`src/hw/rtl/trd_pkg.sv`:
```
// Shared types and constants of the timed rigid transform deskew block.
`default_nettype none

package trd_pkg;

  // Table geometry.
  localparam int TABLE_ENTRIES   = 64;
  localparam int WORDS_PER_ENTRY = 12;
  localparam int WORD_W          = 32;
  localparam int ROW_W           = WORDS_PER_ENTRY * WORD_W;
  localparam int SLOT_W          = $clog2(TABLE_ENTRIES);
  localparam int USED_W          = $clog2(TABLE_ENTRIES + 1);

  // Divider widths: the remainder never exceeds the non-negative time.
  localparam int LEN_W = 31;
  localparam int REM_W = 31;
  localparam int DIV_W = LEN_W + SLOT_W;

  // Lane positions within a table row.
  localparam int LANE_TX = 9;

  // Item commands.
  typedef enum logic {
    CMD_LOAD  = 1'b0,
    CMD_POINT = 1'b1
  } cmd_e;

  // Configuration register indexes.
  localparam logic REG_SLOT_LEN = 1'b0;
  localparam logic REG_ENTRIES  = 1'b1;

  // One input item without its time stamp.
  typedef struct packed {
    cmd_e               cmd;
    logic [5:0]         ent;
    logic [3:0]         elem;
    logic signed [31:0] val;
    logic signed [31:0] x;
    logic signed [31:0] y;
    logic signed [31:0] z;
    logic               pv;
  } item_t;

  // An item while its slot is being worked out.
  typedef struct packed {
    item_t             it;
    logic [REM_W-1:0]  rem;
    logic [SLOT_W-1:0] q;
    logic              big;
  } div_t;

  // An item with its table entry resolved.
  typedef struct packed {
    item_t             it;
    logic [SLOT_W-1:0] slot;
    logic              late;
  } slot_t;

  // One result item.
  typedef struct packed {
    logic signed [31:0] x_out;
    logic signed [31:0] y_out;
    logic signed [31:0] z_out;
    logic signed [31:0] x_raw;
    logic signed [31:0] y_raw;
    logic signed [31:0] z_raw;
    logic [5:0]         entry_used;
    logic               clamped_late;
  } result_t;

endpackage

`default_nettype wire

```
`src/hw/rtl/trd_slot_div.sv`:
```
// Pipelined slot divider: one quotient bit per stage, then clamping.
`default_nettype none

module trd_slot_div (
  input  wire logic                 clk_i,
  input  wire logic                 rst_ni,
  input  wire logic                 in_valid_i,
  output logic                      in_stall_o,
  input  wire trd_pkg::item_t       in_item_i,
  input  wire logic signed [31:0]   time_i,
  input  wire logic [30:0]          slot_len_i,
  input  wire logic [6:0]           entries_i,
  output logic                      out_valid_o,
  input  wire logic                 out_free_i,
  output trd_pkg::slot_t            out_o
);
  import trd_pkg::*;

  div_t              st_q [SLOT_W+1];
  logic              v_q  [SLOT_W+1];
  logic [SLOT_W+1:0] free;
  logic [LEN_W-1:0]  len;
  logic [USED_W-1:0] used;
  div_t              st_in;
  logic              late;

  // One restoring step for quotient bit b.
  function automatic div_t div_step(div_t s, logic [LEN_W-1:0] l, int b);
    logic [DIV_W-1:0] d;
    d = DIV_W'(l) << b;
    if (DIV_W'(s.rem) >= d) begin
      s.rem  = s.rem - REM_W'(d);
      s.q[b] = 1'b1;
    end
    return s;
  endfunction

  // Effective configuration: zero length or zero entries act as one, entries clamp to the table.
  always_comb begin
    len = (slot_len_i == '0) ? LEN_W'(1) : slot_len_i;
    if (entries_i == '0) begin
      used = USED_W'(1);
    end else if (32'(entries_i) > TABLE_ENTRIES) begin
      used = USED_W'(TABLE_ENTRIES);
    end else begin
      used = USED_W'(entries_i);
    end
  end

  // Negative times take slot zero; a time of table size or more is flagged early.
  always_comb begin
    st_in.it  = in_item_i;
    st_in.q   = '0;
    st_in.rem = time_i[31] ? '0 : REM_W'(time_i[30:0]);
    st_in.big = !time_i[31] && ((DIV_W+1)'(time_i[30:0]) >= ((DIV_W+1)'(len) << SLOT_W));
  end

  // Stage occupancy: a stage takes a new item when empty or emptying.
  always_comb begin
    free[SLOT_W+1] = out_free_i;
    for (int i = SLOT_W; i >= 0; i--) begin
      free[i] = !v_q[i] || free[i+1];
    end
  end

  assign in_stall_o = !free[0];

  always_ff @(posedge clk_i or negedge rst_ni) begin
    if (!rst_ni) begin
      for (int i = 0; i <= SLOT_W; i++) begin
        v_q[i] <= 1'b0;
      end
    end else begin
      if (free[0]) begin
        v_q[0] <= in_valid_i;
      end
      for (int i = 1; i <= SLOT_W; i++) begin
        if (free[i]) begin
          v_q[i] <= v_q[i-1];
        end
      end
    end
  end

  always_ff @(posedge clk_i) begin
    if (free[0] && in_valid_i) begin
      st_q[0] <= st_in;
    end
    for (int i = 1; i <= SLOT_W; i++) begin
      if (free[i] && v_q[i-1]) begin
        st_q[i] <= div_step(st_q[i-1], len, SLOT_W - i);
      end
    end
  end

  // Clamp the quotient to the last entry in use.
  assign late = st_q[SLOT_W].big || (USED_W'(st_q[SLOT_W].q) >= used);

  always_comb begin
    out_o.it   = st_q[SLOT_W].it;
    out_o.late = late;
    out_o.slot = late ? SLOT_W'(used - USED_W'(1)) : st_q[SLOT_W].q;
  end

  assign out_valid_o = v_q[SLOT_W];

  // A late slot always names the last entry in use.
  a_late_last: assert property (@(posedge clk_i) disable iff (!rst_ni)
    (out_valid_o && out_o.late) |-> (out_o.slot == SLOT_W'(used - USED_W'(1))))
    else $error("late slot is not the last entry in use");

  // A stalled final stage keeps its item.
  a_hold: assert property (@(posedge clk_i) disable iff (!rst_ni)
    (out_valid_o && !out_free_i) |=> out_valid_o)
    else $error("divider dropped a stalled item");

  // An early slot is below the entries in use.
  a_early: assert property (@(posedge clk_i) disable iff (!rst_ni)
    (out_valid_o && !out_o.late) |-> (USED_W'(out_o.slot) < used))
    else $error("early slot beyond entries in use");

endmodule

`default_nettype wire

```
`config.mk`:
```
export PLATFORM = sky130hd
export DESIGN_NAME = trd_slot_div
export DESIGN_NICKNAME = d
export VERILOG_FILES = /design/src/hw/rtl/trd_pkg.sv /design/src/hw/rtl/trd_slot_div.sv
export SDC_FILE = /design/constraint.sdc
export NUM_CORES = 1
export LEC_CHECK = 0
export ABC_AREA = 1
export BUFFER_PORTS_ARGS = -buffer_cell sky130_fd_sc_hd__buf_4
export CORE_ASPECT_RATIO = 0.7
export CORE_MARGIN = 2
export CORE_UTILIZATION = 60
export DETAILED_ROUTE_END_ITERATION = 16
export PLACE_DENSITY = 0.82
export SETUP_SLACK_MARGIN = 0.5
export SLEW_MARGIN = 40
export SYNTH_ARGS = -nofsm -noshare
export SYNTH_HDL_FRONTEND = slang
export SYNTH_SLANG_ARGS = --single-unit
```
`constraint.sdc`:
```
create_clock -name clk_i -period 12.5 [get_ports clk_i]
set_clock_uncertainty 0.15 [all_clocks]
set_input_delay 0 -clock clk_i [delete_from_list [all_inputs] [get_ports clk_i]]
set_output_delay 0 -clock clk_i [all_outputs]
set_load 0.005 [all_outputs]
```
==> qor.log, run 1 <==
qor: pwr.pwr-share-comb 0.213
qor: synth.most_frequent_cell_after_synthesis sky130_fd_sc_hd__nand2_1
qor: detailed_routing.route.detailed.drc 0
qor: pwr.pwr-share-seq 0.512
qor: detailed_routing.detail_route.wirelength 148000 um
qor: synth.mappedNetlistNets 4847
qor: pwr.power.net_switching 3.65 mW
qor: final_layout.flow.area_growth_from_synthesis 19.6%
qor: die.dieHeight 251 um
qor: detailed_routing.route.vias.total 35300
qor: clock_tree.cts_buffer_depth 3
qor: detailed_routing.firstDrtPassIters 7
qor: detailed_routing.routed_wire_length_per_instance 23.3 um
qor: synth.sequential_share_of_the_synthesized_area 0.689
qor: timing.slew_at_the_pin_closest_to_its_max_slew_limit 0.827 ns
qor: timing.finalSetupViolCount 0
qor: synth.post_synth_top_cells 1218 x sky130_fd_sc_hd__nand2_1, 1194 x sky130_fd_sc_hd__edfxtp_1, 634 x sky130_fd_sc_hd__inv_1, 234 x sky130_fd_sc_hd__nor2_1, 214 x sky130_fd_sc_hd__nand3_1
qor: grt.globalRouteTotalUtil 0.330
qor: pwr.power_density 190 mW/mm2
qor: worst_setup_path.critical_path.startpoint_type input pin
qor: pwr.p_clk_frac 0.275
qor: final_layout.sequential_cell_area 0.0360 mm2
qor: timing.final.min_clock_period 3.76 ns
qor: synth.ys_dominant_reg_cell sky130_fd_sc_hd__edfxtp_1
qor: grt.global_route.overflow_total 0
qor: synth.synthesis.area 0.0523 mm2
qor: min_path.whs_endpoint st_q[5][37]
qor: synth.ys_ff_latch 1201
qor: run.max_cap_violations 0
qor: worst_setup_path.cp.required 12.78 ns
qor: die.floorplan.initialDensity 0.607
qor: grt.grt_start_max_net_pins 134
qor: clock_tree.tritoncts.num_buffers 104
qor: die.core_region_area 0.0863 mm2
qor: worst_setup_path.cells_traversed_along_the_worst_timing_path dlygate4sd3_1 -> buf_4 -> inv_2 -> nand2_4 -> nor2_4 -> nand4_1 -> o21bai_1 -> buf_4 -> ha_1 -> inv_1 -> nand3_1 -> nand2_2 -> nand2_1 -> nand2_1 -> nand2_1 -> nand2_1 -> nand2_2 -> nand3_4 -> o21ai_1
qor: worst_setup_path.critPathSlowestCell sky130_fd_sc_hd__o21ai_1
qor: final_layout.fillers 5667
qor: clock_tree.clk_transition_reported_paths 0.07 ns
qor: min_path.timing.hold.worst_path_depth 6
qor: clock_tree.htree_levels 3
qor: timing.relative_slew_slack 0.448
qor: pwr.power 11.9 mW
qor: run_status.status complete, no violations
qor: die.die_area 0.0896 mm2
qor: detailed_routing.antenna_violating_nets_post_route 0
qor: worst_setup_path.setup_slack_reg_to_reg 8.75 ns
qor: clock_tree.cts.root.buffer_cell sky130_fd_sc_hd__clkbuf_16
qor: placed_design.hpwlAfterDp 91600 um
qor: worst_setup_path.worstPathBufferInverterCount 5
qor: pwr.internal_power 8.25 mW
qor: final_layout.layout.nets 5535
qor: die.io-pin-count 363
qor: min_path.path_type_of_the_worst_min_delay_path in2reg
qor: clock_tree.tritoncts yes
qor: timing.rsz0062_at_grt false
qor: min_path.hold_path.startpoint slot_len_i[29]
qor: placed_design.port-buffer-count 362
qor: worst_setup_path.ff2ff_path_depth 10
qor: pwr.switching_share 0.307
qor: worst_setup_path.critPathMaxStageDelay 0.67 ns
qor: grt.first_global_vias 34600
qor: final_layout.multi_input_comb_area 0.0125 mm2
qor: synth.area_share_of_the_largest_cell_type_after_synthesis 0.685
qor: placed_design.routability_congestion 0.976
qor: worst_setup_path.timing.critical_path.max_delay_family simple AND/OR/NAND/NOR gates
qor: grt.grt_pass1_wl 216000 um
qor: worst_setup_path.worst_path_most_repeated_cell sky130_fd_sc_hd__nand2_1
qor: grt.grt_antenna_before_repair 7
qor: synth.synth_top_cells_by_area sky130_fd_sc_hd__edfxtp_1 69%, sky130_fd_sc_hd__nand2_1 8.7%, sky130_fd_sc_hd__ha_1 4.9%
qor: synth.synth.avg_cell_area 11.8 um2
qor: detailed_routing.drt_iter0_markers 4760
qor: synth.synth_top_area_cell sky130_fd_sc_hd__edfxtp_1
qor: worst_setup_path.timing.critical_path.arrival 4.04 ns
qor: worst_setup_path.critical_path_peak_fanout 46
qor: pwr.vdd_drop_max 0.000165 V
qor: detailed_routing.drt-vias-per-instance 5.55
qor: worst_setup_path.worst_reg2reg_startpoint st_q[2][27]
qor: synth.synth_enable_flop_cells 1194
qor: worst_setup_path.crit_type in2reg
qor: timing.report.final.hold_viol_count 0
qor: synth.yosys_warnings 0
qor: pwr.static-leakage-power 26.6 nW
qor: die.die_w 357 um
qor: clock_tree.clkLatencyLatePin 0.73 ns
qor: timing.timing.setup.tns 0 ns
qor: worst_setup_path.worst_r2r_endpoint st_q[3][30]
qor: timing.timing.final.max_slew_violations 0
qor: synth.async_flop_share 0.00583
qor: synth.syn_inst_count 4421
qor: clock_tree.cts_sinks 1201
qor: worst_setup_path.critical_path.endpoint_type flip-flop
qor: timing.fmax 0.266 GHz
qor: timing.layout_worst_path_cycle_share 0.301
qor: final_layout.drive_gt1_frac 0.119
qor: synth.synthDistinctLibCells 46
qor: die.floorplan.rows 90
worst reg2reg max path, cell delays in order, from the launching register on:
cell and delay, ns:
sky130_fd_sc_hd__edfxtp_1 0.51, sky130_fd_sc_hd__ha_1 0.48, sky130_fd_sc_hd__nand2_1 0.22, sky130_fd_sc_hd__inv_1 0.06, sky130_fd_sc_hd__nand2_1 0.06, sky130_fd_sc_hd__nand2_1 0.07
sky130_fd_sc_hd__nand2_1 0.06, sky130_fd_sc_hd__nand2_1 0.10, sky130_fd_sc_hd__a21oi_2 0.51, sky130_fd_sc_hd__nand3_4 0.59, sky130_fd_sc_hd__o21ai_1 0.69
timing repair:
| item | CTS | global route |
|---|---|---|
| hold buffers | 374 | 0 |
| endpoints found under the hold margin | 296 | 0 |
| setup endpoints to repair | 0 | 0 |
| resized for setup | 0 | 0 |
| setup buffers | 0 | 0 |
layout make-up:
| type | instances | area share |
|---|---|---|
| Clock inverter | 70 | 0.0105 |
| Antenna cell | 2 | 0.0000800 |
| Inverter | 646 | 0.0394 |
| Multi-Input combinational cell | 2392 | 0.200 |
| Tap cell | 1150 | 0.0230 |
| Timing Repair Buffer | 764 | 0.108 |
| Clock buffer | 125 | 0.0428 |
| Sequential cell | 1201 | 0.576 |
worst max path at each step:
stage / start / to / slack, ns / depth (start not counted)
global placement: slot_len_i[29] / st_q[4][37] / 8.52 / 19
finish: slot_len_i[30] / st_q[3][30] / 8.74 / 19
global route: slot_len_i[30] / st_q[3][30] / 8.51 / 19
floorplan: out_valid_o / st_q[2][0] / 2.49 / 7
detailed placement: slot_len_i[29] / st_q[3][30] / 8.57 / 18
CTS: st_q[2][27] / st_q[3][30] / 8.86 / 10
state kept, by name (all words and copies together), names as in the netlist:
name,count
out_valid_o,1
st_q,1194
v_q,6
logic make-up (layout without fill, tap and decap cells):
group,Yosys count,in the layout,share of synthesized area
other,0,2,0
AOI/OAI and AO/OA,211,211,0.0215
DFF,1201,1201,0.689
xor gates and xnor gates,68,68,0.0114
and+or+nand+nor,1901,1901,0.155
buffers and inverters,828,1605,0.0724
adders and majority gates,212,212,0.0514
layout by cell type (no fill, tap or decap), types with 12 or more instances in the layout:
master and count:
sky130_fd_sc_hd__clkbuf_16 104, sky130_fd_sc_hd__nor2_1 232, sky130_fd_sc_hd__o21ai_1 32, sky130_fd_sc_hd__o21ai_0 39, sky130_fd_sc_hd__edfxtp_1 1194, sky130_fd_sc_hd__clkinv_2 15, sky130_fd_sc_hd__clkbuf_1 21, sky130_fd_sc_hd__nand2_2 16
sky130_fd_sc_hd__a21oi_1 111, sky130_fd_sc_hd__nand3_2 12, sky130_fd_sc_hd__nand4_1 100, sky130_fd_sc_hd__and2_1 13, sky130_fd_sc_hd__nor2_2 14, sky130_fd_sc_hd__ha_1 207, sky130_fd_sc_hd__clkinv_1 25, sky130_fd_sc_hd__dlygate4sd3_1 374
sky130_fd_sc_hd__xor2_1 59, sky130_fd_sc_hd__inv_1 630, sky130_fd_sc_hd__buf_4 379, sky130_fd_sc_hd__nor3_1 33, sky130_fd_sc_hd__nand3_1 214, sky130_fd_sc_hd__nand2_1 1218
through the flow:
stage	setup WS [ns]	instances	util	hold WS, ns	cell area (um2)
finish	8.74	6350	0.726	0.0124	62600
floorplan	2.49	4421	-	-0.446	52300
CTS	8.86	6346	0.725	0.000331	62500
detailed placement	8.57	5777	0.643	-0.334	55400
global route	8.51	6349	0.726	0.0329	62600
global placement	8.52	5777	0.642	-0.331	55400
power groups by stage:
stage / registers (mW) / clock network (mW) / logic (mW)
CTS: 6.07 / 3.24 / 2.47
floorplan: 6.08 / 0 / 1.64
detailed placement: 6.12 / 0 / 2.35
global route: 6.15 / 3.44 / 2.78
global placement: 6.06 / 0 / 2.31
finish: 6.09 / 3.27 / 2.54
routing by layer:
layer  GRT usage  vias up  part of all wire
met5           0        -           0.00049
met4       0.107       10             0.038
met3      0.0661      374             0.090
met2       0.525     1905              0.46
met1       0.462    16800              0.41
li1            -    16200                 -
(Power assumes the default switching activity.)
==> run 2: changes to the inputs <==
- CORE_UTILIZATION: 60 -> 55
- PLACE_DENSITY: 0.82 -> 0.8
- clock period: 12.5 -> 3.2 ns (I/O delays scaled with it)
==> run 2 against run 1 <==
  * Hold slack lost 0.00077 ns
  * Total power grew to 3.9 times the previous value
  * Register-to-register slack lost 8.3 ns
  * Core utilization shrank 4.1 points
  * Wire length shrank 4.1%
  * Non-clock buffer count grew 111
==> qor.log, run 2 (same netlist as run 1, synthesis figures left out) <==
qor: clock_tree.tritoncts yes
qor: timing.layout_worst_path_cycle_share 0.852
qor: timing.final.min_clock_period 2.73 ns
qor: final_layout.sequential_cell_area 0.0360 mm2
qor: pwr.power 46.9 mW
qor: final_layout.layout_common_cells 1211 x sky130_fd_sc_hd__nand2_1, 1194 x sky130_fd_sc_hd__edfxtp_1, 630 x sky130_fd_sc_hd__inv_1
qor: grt.first_global_vias 33400
qor: die.floorplan.rows 94
qor: clock_tree.tritoncts.num_buffers 106
qor: detailed_routing.antenna_violating_nets_post_route 0
qor: final_layout.multi_input_comb_area 0.0130 mm2
qor: pwr.pwr-share-seq 0.503
qor: grt.grt_antenna_before_repair 5
qor: worst_setup_path.critical_path.endpoint_type flip-flop
qor: min_path.hold_path.startpoint slot_len_i[23]
qor: timing.timing.final.max_slew_violations 0
qor: clock_tree.cts_sinks 1201
qor: timing.report.final.hold_viol_count 0
qor: die.floorplan.initialDensity 0.556
qor: grt.globalRouteTotalUtil 0.284
qor: timing.fin_worst_hold_slack 0.0116 ns
qor: worst_setup_path.setup_slack_reg_to_reg 0.47 ns
qor: clock_tree.clk_transition_reported_paths 0.07 ns
qor: clock_tree.cts.root.buffer_cell sky130_fd_sc_hd__clkbuf_16
qor: worst_setup_path.critical_path.startpoint_type flip-flop
qor: pwr.power_density 729 mW/mm2
qor: worst_setup_path.ff2ff_path_depth 11
qor: grt.grt_start_max_net_pins 98
qor: worst_setup_path.timing.critical_path.arrival 3.00 ns
qor: clock_tree.clkLatencyLatePin 0.72 ns
qor: detailed_routing.drt_iter0_markers 4011
qor: worst_setup_path.critical_path_peak_fanout 26
qor: timing.timing.setup.tns 0 ns
qor: worst_setup_path.cp.required 3.47 ns
qor: timing.relative_slew_slack 0.515
qor: timing.fmax 0.367 GHz
qor: final_layout.largest_register_ff_count 1194
qor: run_status.status complete, no violations
qor: die.core_region_area 0.0941 mm2
qor: detailed_routing.route.vias.total 34900
qor: pwr.switching_share 0.296
qor: worst_setup_path.worst_r2r_endpoint st_q[2][17]
qor: pwr.vdd_drop_max 0.000754 V
qor: pwr.static-leakage-power 27.3 nW
qor: final_layout.fillers 6641
qor: timing.final_worst_setup_slack 0.474 ns
qor: min_path.whs_endpoint st_q[2][34]
qor: detailed_routing.route.detailed.drc 0
qor: timing.finalSetupViolCount 0
qor: placed_design.hpwlAfterDp 95300 um
qor: final_layout.drive_gt1_frac 0.151
qor: clock_tree.cts_buffer_depth 3
qor: die.die_area 0.0977 mm2
qor: detailed_routing.routed_wire_length_per_instance 21.6 um
qor: worst_setup_path.worst_reg2reg_startpoint st_q[1][27]
qor: timing.rsz0062_at_grt true
qor: min_path.path_type_of_the_worst_min_delay_path in2reg
qor: grt.global_route.overflow_total 0
qor: placed_design.port-buffer-count 362
qor: worst_setup_path.startpoint st_q[1][27]
qor: min_path.timing.hold.worst_path_depth 6
qor: final_layout.regMostFlops st_q
qor: placed_design.routability_congestion 1.02
qor: detailed_routing.drt-vias-per-instance 5.33
qor: placed_design.dpl_worst_slack 0.107 ns
qor: pwr.p_clk_frac 0.275
qor: run.max_cap_violations 0
qor: final_layout.commonest_non_fill_non_tap_cell_in_the_layout sky130_fd_sc_hd__nand2_1
qor: pwr.pwr-share-comb 0.222
qor: final_layout.flow.area_growth_from_synthesis 23.1%
qor: placed_design.placed_area 0.0564 mm2
qor: final_layout.layout.nets 5649
qor: die.io-pin-count 363
qor: die.die_w 373 um
qor: pwr.internal_power 33.0 mW
qor: grt.grt_pass1_wl 206000 um
qor: pwr.power.net_switching 13.9 mW
qor: final_layout.fin_area 0.0644 mm2
qor: detailed_routing.detail_route.wirelength 142000 um
qor: worst_setup_path.crit_type reg2reg
qor: clock_tree.htree_levels 3
qor: timing.slew_at_the_pin_closest_to_its_max_slew_limit 0.727 ns
qor: die.dieHeight 262 um
qor: detailed_routing.firstDrtPassIters 6
-- run 2: critical path: stages (launching register included) --
cell                       delay, ns
sky130_fd_sc_hd__edfxtp_1       0.46
sky130_fd_sc_hd__ha_1           0.39
sky130_fd_sc_hd__nand2_1        0.17
sky130_fd_sc_hd__nor2_2         0.21
sky130_fd_sc_hd__inv_1          0.11
sky130_fd_sc_hd__nor3_2         0.18
sky130_fd_sc_hd__nand3_1        0.14
sky130_fd_sc_hd__nand3_1        0.12
sky130_fd_sc_hd__nand2_2        0.07
sky130_fd_sc_hd__buf_12         0.18
sky130_fd_sc_hd__nand3_1        0.14
sky130_fd_sc_hd__nand2_1        0.08
-- run 2: timing repair --
| item | 4_1_cts | 5_1_grt |
|---|---|---|
| gates resized for setup | 13 | 81 |
| gates cloned | 1 | 3 |
| hold buffers | 380 | 0 |
| buffers inserted | 1 | 23 |
| hold endpoints to repair | 223 | 0 |
| endpoints found under the setup margin | 41 | 639 |
| pin swaps | 2 | 9 |
-- run 2: power groups by stage --
stage | clock (mW) | sequential (mW) | combinational, mW
after floorplan | 0 | 23.4 | 6.43
after global placement | 0 | 23.6 | 9.44
after detailed placement | 0 | 23.8 | 9.60
after CTS | 13.0 | 23.5 | 10.1
after global routing | 13.7 | 23.9 | 11.4
final | 12.9 | 23.6 | 10.4
-- run 2: worst max path at each step --
stage | end | slack, ns | cells past startpoint
after global placement | st_q[2][33] | 0.22 | 17
after detailed placement | st_q[2][33] | 0.11 | 17
final | st_q[2][17] | 0.47 | 11
after global routing | st_q[2][17] | 0.45 | 11
after CTS | st_q[1][28] | 0.51 | 9
after floorplan | st_q[0][0] | -1.24 | 11
-- run 2: final cells by class --
cell class,instances,share of cell area
multi-input combinational,2393,0.202
timing repair buffer,875,0.123
inverter,646,0.0379
sequential,1201,0.559
clock inverter,63,0.0108
tap,1248,0.0242
antenna,1,0.0000388
clock buffer,132,0.0427
-- run 2: layer usage --
metal  share of wire  GRT usage
met5         0.00035          0
met4           0.026     0.0805
met3           0.099     0.0689
met2            0.44      0.430
met1            0.43      0.412
-- run 2: per-stage QoR --
step	instances	util
5_1_grt	6558	0.685
6_report	6559	0.685
4_1_cts	6532	0.677
3_3_place_gp	5955	0.599
3_5_place_dp	5955	0.599
2_1_floorplan	4421	-
